`config.mk`:
```
export PLATFORM = sky130hd
export DESIGN_NAME = rgb_to_hsv_converter_core
export DESIGN_NICKNAME = d
export VERILOG_FILES = /design/src/rtl/rgb2hsv_pkg.sv /design/src/rtl/rgb2hsv_front.sv /design/src/rtl/rgb2hsv_queue.sv /design/src/rtl/rgb2hsv_back.sv /design/src/rtl/rgb_to_hsv_converter_core.sv
export VERILOG_INCLUDE_DIRS = /design/src /design/src/rtl
export SDC_FILE = /design/constraint.sdc
export NUM_CORES = 1
export LEC_CHECK = 0
export BUFFER_PORTS_ARGS = -buffer_cell sky130_fd_sc_hd__buf_2
export CAP_MARGIN = 0
export CORE_UTILIZATION = 53
export DETAILED_ROUTE_END_ITERATION = 10
export GPL_ROUTABILITY_DRIVEN = 1
export PLACE_DENSITY = 0.69
export SYNTH_ARGS = -nofsm -noshare
export SYNTH_HDL_FRONTEND = slang
export SYNTH_SLANG_ARGS = --single-unit
```
`constraint.sdc`:
```
create_clock -name clk -period 31.2 [get_ports clk]
set_input_delay 1.56 -clock clk [delete_from_list [all_inputs] [get_ports clk]]
set_output_delay 1.56 -clock clk [all_outputs]
set_load 0.05 [all_outputs]
```
`src/rtl/assert_macros.svh`:
```
// Assertion macros used by the RGB to HSV converter top level.
`ifndef ASSERT_MACROS_SVH
`define ASSERT_MACROS_SVH

// Checks that a property holds at every rising edge outside reset.
`define RHV_ASSERT(lbl, ck, rs, prop, msg) \
  lbl: assert property (@(posedge ck) disable iff (rs) (prop)) else $error(msg);

// Checks that a condition never holds at a rising edge outside reset.
`define RHV_NEVER(lbl, ck, rs, cond, msg) \
  lbl: assert property (@(posedge ck) disable iff (rs) !(cond)) else $error(msg);

`endif

```
`src/rtl/rgb2hsv_pkg.sv`:
```
// Types and constants of the RGB to HSV converter.
package rgb2hsv_pkg;

  localparam int CB       = 8;
  localparam int HUE_W    = 9;
  localparam int NSTEP    = HUE_W;
  localparam int RW       = (2 * CB > CB + HUE_W) ? 2 * CB : CB + HUE_W;
  localparam int NSW      = RW + 1;
  localparam int QDEPTH   = 4;
  localparam int QAW      = $clog2(QDEPTH);

  localparam int HUE_STEP  = 60;
  localparam int HUE_GREEN = 120;
  localparam int HUE_BLUE  = 240;
  localparam int HUE_TURN  = 360;

  typedef enum logic [1:0] {
    SECT_RED,
    SECT_GREEN,
    SECT_BLUE
  } sector_t;

  typedef struct packed {
    logic [CB-1:0] red;
    logic [CB-1:0] green;
    logic [CB-1:0] blue;
  } pixel_t;

  typedef struct packed {
    logic [HUE_W-1:0] hue_degrees;
    logic [CB-1:0]    saturation;
    logic [CB-1:0]    brightness;
    logic             hue_undefined;
  } hsv_t;

  typedef struct packed {
    logic [CB-1:0]        mx;
    logic [CB-1:0]        dlt;
    logic signed [CB:0]   diff;
    sector_t              sector;
  } qent_t;

  typedef struct packed {
    logic             undef;
    logic [CB-1:0]    mx;
    logic [CB-1:0]    dlt;
    logic [RW-1:0]    hrem;
    logic [RW-1:0]    srem;
    logic [HUE_W-1:0] hq;
    logic [HUE_W-1:0] sq;
  } stage_t;

endpackage

```
`src/rtl/rgb2hsv_front.sv`:
```
// Front part: takes pixels, finds the largest and smallest component and the hue sector.
module rgb2hsv_front import rgb2hsv_pkg::*; (
  input  logic   clk,
  input  logic   rst,
  input  pixel_t pixel,
  input  logic   pixel_valid,
  output logic   pixel_stall,
  input  logic   q_full,
  output logic   q_push,
  output qent_t  q_data
);

  logic  fr_valid;
  qent_t ent;
  qent_t ent_next;
  logic  [CB-1:0] mn;

  assign pixel_stall = fr_valid && q_full;
  assign q_push      = fr_valid && !q_full;
  assign q_data      = ent;

  always_comb begin
    ent_next = '0;
    if (pixel.red >= pixel.green && pixel.red >= pixel.blue) begin
      ent_next.mx     = pixel.red;
      ent_next.sector = SECT_RED;
      ent_next.diff   = $signed({1'b0, pixel.green}) - $signed({1'b0, pixel.blue});
    end else if (pixel.green >= pixel.blue) begin
      ent_next.mx     = pixel.green;
      ent_next.sector = SECT_GREEN;
      ent_next.diff   = $signed({1'b0, pixel.blue}) - $signed({1'b0, pixel.red});
    end else begin
      ent_next.mx     = pixel.blue;
      ent_next.sector = SECT_BLUE;
      ent_next.diff   = $signed({1'b0, pixel.red}) - $signed({1'b0, pixel.green});
    end
    if (pixel.red <= pixel.green && pixel.red <= pixel.blue) begin
      mn = pixel.red;
    end else if (pixel.green <= pixel.blue) begin
      mn = pixel.green;
    end else begin
      mn = pixel.blue;
    end
    ent_next.dlt = ent_next.mx - mn;
  end

  always_ff @(posedge clk) begin
    if (rst) begin
      fr_valid <= 1'b0;
    end else if (!pixel_stall) begin
      fr_valid <= pixel_valid;
    end
  end

  always_ff @(posedge clk) begin
    if (!pixel_stall && pixel_valid) begin
      ent <= ent_next;
    end
  end

endmodule

```
`src/rtl/rgb2hsv_queue.sv`:
```
// Short queue between the front and back parts.
module rgb2hsv_queue import rgb2hsv_pkg::*; (
  input  logic  clk,
  input  logic  rst,
  input  logic  push,
  input  qent_t wdata,
  output logic  full,
  input  logic  pop,
  output logic  empty,
  output qent_t rdata
);

  qent_t          ent [QDEPTH];
  logic [QAW-1:0] wp;
  logic [QAW-1:0] rp;
  logic [QAW:0]   cnt;

  assign full  = (cnt == (QAW + 1)'(QDEPTH));
  assign empty = (cnt == '0);
  assign rdata = ent[rp];

  always_ff @(posedge clk) begin
    if (rst) begin
      wp  <= '0;
      rp  <= '0;
      cnt <= '0;
    end else begin
      if (push) begin
        wp <= wp + 1'b1;
      end
      if (pop) begin
        rp <= rp + 1'b1;
      end
      if (push && !pop) begin
        cnt <= cnt + 1'b1;
      end else if (pop && !push) begin
        cnt <= cnt - 1'b1;
      end
    end
  end

  always_ff @(posedge clk) begin
    if (push) begin
      ent[wp] <= wdata;
    end
  end

endmodule

```
`src/rtl/rgb2hsv_back.sv`:
```
// Back part: hue numerator set-up and pipelined restoring division for hue and saturation.
module rgb2hsv_back import rgb2hsv_pkg::*; (
  input  logic  clk,
  input  logic  rst,
  input  logic  q_empty,
  input  qent_t q_data,
  output logic  q_pop,
  output hsv_t  hsv,
  output logic  hsv_valid,
  input  logic  hsv_stall
);

  stage_t              st [NSTEP+1];
  logic [NSTEP:0]      vld;
  logic                adv;
  stage_t              prep;
  logic signed [NSW-1:0] dext;
  logic signed [NSW-1:0] off;
  logic signed [NSW-1:0] num;

  assign adv       = !vld[NSTEP] || !hsv_stall;
  assign q_pop     = adv && !q_empty;
  assign hsv_valid = vld[NSTEP];

  always_comb begin
    dext = signed'(NSW'(q_data.dlt));
    unique case (q_data.sector)
      SECT_RED:   off = '0;
      SECT_GREEN: off = dext * signed'(NSW'(HUE_GREEN));
      SECT_BLUE:  off = dext * signed'(NSW'(HUE_BLUE));
      default:    off = '0;
    endcase
    num = NSW'(q_data.diff) * signed'(NSW'(HUE_STEP)) + off;
    if (num < 0) begin
      num = num + dext * signed'(NSW'(HUE_TURN));
    end
    prep       = '0;
    prep.undef = (q_data.dlt == '0);
    prep.mx    = q_data.mx;
    prep.dlt   = q_data.dlt;
    prep.hrem  = RW'(num);
    prep.srem  = RW'({q_data.dlt, CB'(0)}) - RW'(q_data.dlt);
  end

  always_ff @(posedge clk) begin
    if (rst) begin
      vld <= '0;
    end else if (adv) begin
      vld <= {vld[NSTEP-1:0], q_pop};
    end
  end

  always_ff @(posedge clk) begin
    if (adv) begin
      st[0] <= prep;
    end
  end

  for (genvar k = 1; k <= NSTEP; k++) begin : g_step
    logic [RW-1:0] hd;
    logic [RW-1:0] sd;
    stage_t        nx;

    always_comb begin
      nx = st[k-1];
      hd = RW'(st[k-1].dlt) << (NSTEP - k);
      sd = RW'(st[k-1].mx) << (NSTEP - k);
      if (st[k-1].hrem >= hd) begin
        nx.hrem          = st[k-1].hrem - hd;
        nx.hq[NSTEP - k] = 1'b1;
      end
      if (st[k-1].srem >= sd) begin
        nx.srem          = st[k-1].srem - sd;
        nx.sq[NSTEP - k] = 1'b1;
      end
    end

    always_ff @(posedge clk) begin
      if (adv) begin
        st[k] <= nx;
      end
    end
  end

  always_comb begin
    hsv.hue_undefined = st[NSTEP].undef;
    hsv.brightness    = st[NSTEP].mx;
    hsv.hue_degrees   = st[NSTEP].undef ? '0 : st[NSTEP].hq;
    hsv.saturation    = st[NSTEP].undef ? '0 : st[NSTEP].sq[CB-1:0];
  end

endmodule

```
`src/rtl/rgb_to_hsv_converter_core.sv`:
```
// Top level of the RGB to HSV converter.
//
// Pixels enter on the pixel channel (pixel, pixel_valid, pixel_stall) and
// results leave on the hsv channel (hsv, hsv_valid, hsv_stall). A beat is
// taken at a rising edge where valid is high and stall is low.
// Each pixel gives exactly one result, in order.
// An accepted pixel beat passes one front register, one queue slot, one
// set-up stage and nine restoring division steps that produce hue and
// saturation together. Throughput is one pixel per cycle while hsv_stall
// is low; the division pipeline sets that figure, since each of its stages
// retires one quotient bit of hue and of saturation. When hsv_stall is high
// and a result waits, the back pipeline holds, the four-entry queue fills
// and pixel_stall rises once the queue and the front register are full.
// Reset empties the queue and the pipeline; no clearing pass is needed.
module rgb_to_hsv_converter_core import rgb2hsv_pkg::*; (
  input  logic   clk,
  input  logic   rst,
  input  pixel_t pixel,
  input  logic   pixel_valid,
  output logic   pixel_stall,
  output hsv_t   hsv,
  output logic   hsv_valid,
  input  logic   hsv_stall
);

  `include "assert_macros.svh"

  logic  q_full;
  logic  q_empty;
  logic  q_push;
  logic  q_pop;
  qent_t q_wdata;
  qent_t q_rdata;

  rgb2hsv_front u_front (
    .clk         (clk),
    .rst         (rst),
    .pixel       (pixel),
    .pixel_valid (pixel_valid),
    .pixel_stall (pixel_stall),
    .q_full      (q_full),
    .q_push      (q_push),
    .q_data      (q_wdata)
  );

  rgb2hsv_queue u_queue (
    .clk   (clk),
    .rst   (rst),
    .push  (q_push),
    .wdata (q_wdata),
    .full  (q_full),
    .pop   (q_pop),
    .empty (q_empty),
    .rdata (q_rdata)
  );

  rgb2hsv_back u_back (
    .clk       (clk),
    .rst       (rst),
    .q_empty   (q_empty),
    .q_data    (q_rdata),
    .q_pop     (q_pop),
    .hsv       (hsv),
    .hsv_valid (hsv_valid),
    .hsv_stall (hsv_stall)
  );

  `RHV_ASSERT(a_undef_zero, clk, rst, hsv_valid && hsv.hue_undefined |-> hsv.hue_degrees == '0 && hsv.saturation == '0, "undefined hue with nonzero hue or saturation")
  `RHV_ASSERT(a_hue_range, clk, rst, hsv_valid && !hsv.hue_undefined |-> hsv.hue_degrees < HUE_W'(HUE_TURN), "hue out of range")
  `RHV_ASSERT(a_sat_nonzero, clk, rst, hsv_valid && !hsv.hue_undefined |-> hsv.saturation != '0 && hsv.brightness != '0, "colored pixel with zero saturation or value")
  `RHV_NEVER(a_stall_queue, clk, rst, pixel_stall && !q_full, "input stalled while queue has room")

endmodule
```
==> metrics.md <==
| Metric | Value |
|---|---|
| NumNets Final | 3495 |
| Count of inserted antenna diode cells | 0 |
| Launch instance of the worst min-delay path | u_back.st[8][7] |
| Global-route usage over all layers | between 10% and 20% |
| Area growth from synthesis to layout | 10.3% |
| Remaining routing DRC violations | 0 |
| Die area | slightly above 70000 um2 |
| Count of final setup violators | 0 |
| Sink Count | approximately 680 |
| Register bit count reported by yosys | slightly below 700 |
| Arrival @ worst endpoint | between 7 and 8 ns |
| Starting density of the core | between 50 and 60% |
| Number of resized instances in the post-cts repair step | 0 |
| Cell variety after synth | 83 |
| Mapped Nets | roughly 3400 |
| Number of global-route vias before repair | between 20000 and 25000 |
| Crit path capture type | flop |
| Clock Tree Root | clkbuf_16 |
| Die Y | 265 um |
| Number of filler cells placed in the layout | ~5400 |
| Clk Latency, worst-skew pair | 0.62 ns |
| Final WS setup | approximately 24 ns |
| Kind of critical path | reg -> reg |
| Reg-to-Reg End | u_back.st[0][51] |
| CTS tree | yes |
| Drt initial violations | 1169 |
| Worst min path class | reg -> reg |
| Global placer's final weighted congestion | 0.888 |
| Setup Fix Bufs, Post-CTS | 0 |
| Run status | complete, no violations |
| Post-Synthesis Cells | between 3000 and 4000 |
| Congestion Overflow GR | 0 |
| Cts hold-fix bufs | 0 |
| Number of placement rows | 96 |
| Min-Delay Endpoint | u_back.st[9][7] |
| Register-to-Register Setup Slack | about 24 ns |
| Post-route minimum period | 7.32 ns |
| Reg2reg path depth | 27 |
| Summed instance area of the synthesized netlist | about 37000 um2 |
| Worst Skew | between 0.02 and 0.025 ns |
| Period utilization | a little under a quarter |
| Count of vias placed by the detailed router | about 22000 |
| Total number of yosys warnings | 0 |
| Worst hold slack after final layout | 0.407 ns |
| Maximum number of pins on one net before global-route repair | around 190 |
| Width of the chip | 265 um |
| Depth of the CTS H-tree | 3 |
| Count of port buffers added during placement | between 50 and 60 |
| Share of final-layout standard cells stronger than drive strength 1 | under 10% |
| DR WL/cell | ~16 um |
| Fmax | between 0.1 and 0.15 GHz |
| Unrepaired setup endpoints after global routing | no |
| CTS Buf Count | between 70 and 80 |
| Asr flop ratio synth | 0% |
| Sequential area share after synthesis | 54.9% |
| Number of antenna violations at the first check in global routing | 0 |
| Area share of the leading cell type in the synthesized netlist | 53.8% |
| Core occupancy in the finished layout | approximately three fifths |
| Final Routed Wirelength | 65.5 mm |
| Setup TNS | 0 ns |
| Number of cells on the worst hold path | 0 |
| Total of max-cap violations | 0 |
| Hold violation count in the final report | 0 |
| I/O pin total | 56 |
| Top_reg_cell synth | edfxtp_1 |
| Antenna viol nets, final | 0 |
| Worst-margin pin slew | roughly 1.2 ns |
| Via-to-Cell Ratio | around 5.4 |
| Worst-case headroom to the max-slew limit | between 10% and 20% |
| Startpoint type of the worst setup path | flop |
| Cell types occupying the most area after synthesis | edfxtp_1 54%, ha_1 9.5%, inv_1 3.6%, fa_1 3.2%, xnor2_1 2.7% |
| Endpoint required time on the critical path | ~32 ns |
| Number of detailed-routing iterations run before antenna repair | 5 |
| Clock input transition at the sequential cells of the worst setup and hold paths | 0.06 ns |
| Max-slew violation total from the final report | 0 |
| Post-Synthesis Mean Instance Area | ~12 um2 |
| Core area | around 70000 um2 |
| Cell type with the highest aggregate area in the netlist | edfxtp_1 |
| Wire length of the first global-routing pass | approximately 110 mm |
| Pre-CTS worst setup slack | approximately 24 ns |
| Largest fanout on the critical path | 27 |
| Detailed-placement wirelength estimate | 48.6 mm |
| Clock buffer depth | 3 |
| Number of enable flip-flop cells after synthesis | 658 |
[Yosys cell counts, types with 25 or more instances]
cell,number
edfxtp_1,658
inv_1,353
ha_1,278
nand2_1,202
nor2_1,195
o21ai_0,184
a21oi_1,165
xnor2_1,113
xor2_1,92
nor2b_1,71
fa_1,59
a21o_1,43
nand2b_1,42
clkbuf_1,40
nor3_1,39
nand4_1,37
o21a_1,36
mux2_2,34
nor4_1,30
mux4_2,27
a21boi_0,25
[how the worst max path moves through the flow]
stage / from / to
3_3_place_gp: flop / u_back.st[0][51]
6_report: flop / u_back.st[0][51]
2_1_floorplan: hsv_stall / u_queue.cnt[2]
5_1_grt: flop / u_back.st[0][51]
3_5_place_dp: flop / u_back.st[0][51]
4_1_cts: flop / u_back.st[0][51]
[flip-flops by register name, summed over array words and instances, names as in the netlist, named ones only]
signal and cells:
u_queue.ent 108, u_back.st 523, u_queue.wp 2, u_queue.cnt 3, u_back.vld 10, u_queue.rp 2, u_front.fr_valid 1, u_front.q_data 27
[through the flow]
stage                     cell area [um2]  cells
final                               40500   4118
after global routing                40500   4118
after CTS                           40500   4118
after detailed placement            38100   3986
after global placement              38100   3986
after floorplan                     36700   3040
[critical path, stage by stage (launching register included)]
cell and delay, ns:
dfxtp_2 0.31, buf_4 0.46, mux4_2 0.63, ha_1 0.31
inv_1 0.05, fa_1 0.47, fa_1 0.52, inv_1 0.04
ha_1 0.34, nor2b_1 0.15, o21ai_0 0.21, a21boi_0 0.14
o21ai_0 0.16, nand2b_1 0.10, xor2_1 0.16, ha_1 0.38
o2bb2ai_1 0.09, a31oi_1 0.33, xor2_1 0.25, ha_1 0.35
a21o_1 0.19, a21oi_1 0.27, nand2_1 0.11, a221oi_1 0.44
o21ai_0 0.19, xnor2_1 0.17, a21oi_1 0.15, a31oi_1 0.06
[layout make-up]
class                           count  area [um2]  area share, %
Clock buffer                       88        1920           4.75
Clock inverter                     44         499           1.23
Inverter                          355        1340           3.31
Multi-Input combinational cell   1948       15000           37.0
Sequential cell                   678       20200           49.8
Tap cell                          931        1160           2.88
Timing Repair Buffer               74         430           1.06
[layer usage]
| layer | up-vias | routed length (um) | share of wire (%) | GRT usage (%) |
|---|---|---|---|---|
| li1 | 11158 | - | - | - |
| met1 | 10671 | 25600 | 39 | 20.3 |
| met2 | 401 | 35000 | 53 | 37.0 |
| met3 | 175 | 2150 | 3.3 | 3.19 |
| met4 | 0 | 2740 | 4.2 | 8.50 |
| met5 | - | 0 | 0 | 0 |
[cells in the final DEF (no fill, tap or decap), drive strengths merged, types with 11 or more instances in the layout]
cell	instances
nor2b	71
or2	16
nor4	31
nand4	37
o21ai	186
xor2	92
a21boi	26
dfxtp	20
o21a	36
and2	11
o31ai	25
a31oi	17
nand3	14
mux2i	23
nor2	195
fa	59
inv	361
xnor2	113
a21o	43
a21oi	165
clkbuf	88
or3	18
ha	278
o21bai	12
buf	74
a211oi	15
nor3	39
edfxtp	658
mux4	27
clkinv	28
o211ai	11
nand2	202
nand2b	42
mux2	34
[cells by family (layout without fill, tap and decap cells)]
| logic type | Yosys count | count (layout) | share of synthesized area [%] |
|---|---|---|---|
| AO/OA/AOI/OAI | 600 | 600 | 10.1 |
| XOR/XNOR | 206 | 206 | 4.95 |
| adder cells (fa/ha/maj) | 337 | 337 | 12.7 |
| buffers and inverters | 414 | 561 | 4.38 |
| other | 1 | 1 | 0.0102 |
| flip-flops | 678 | 678 | 54.9 |
| AND/OR/NAND/NOR | 720 | 720 | 9.63 |
| multiplexers | 84 | 84 | 3.34 |
Power is left out: the tool's default activity adds up to more than one toggle a clock period on the data nets, which glitch-free logic cannot reach.
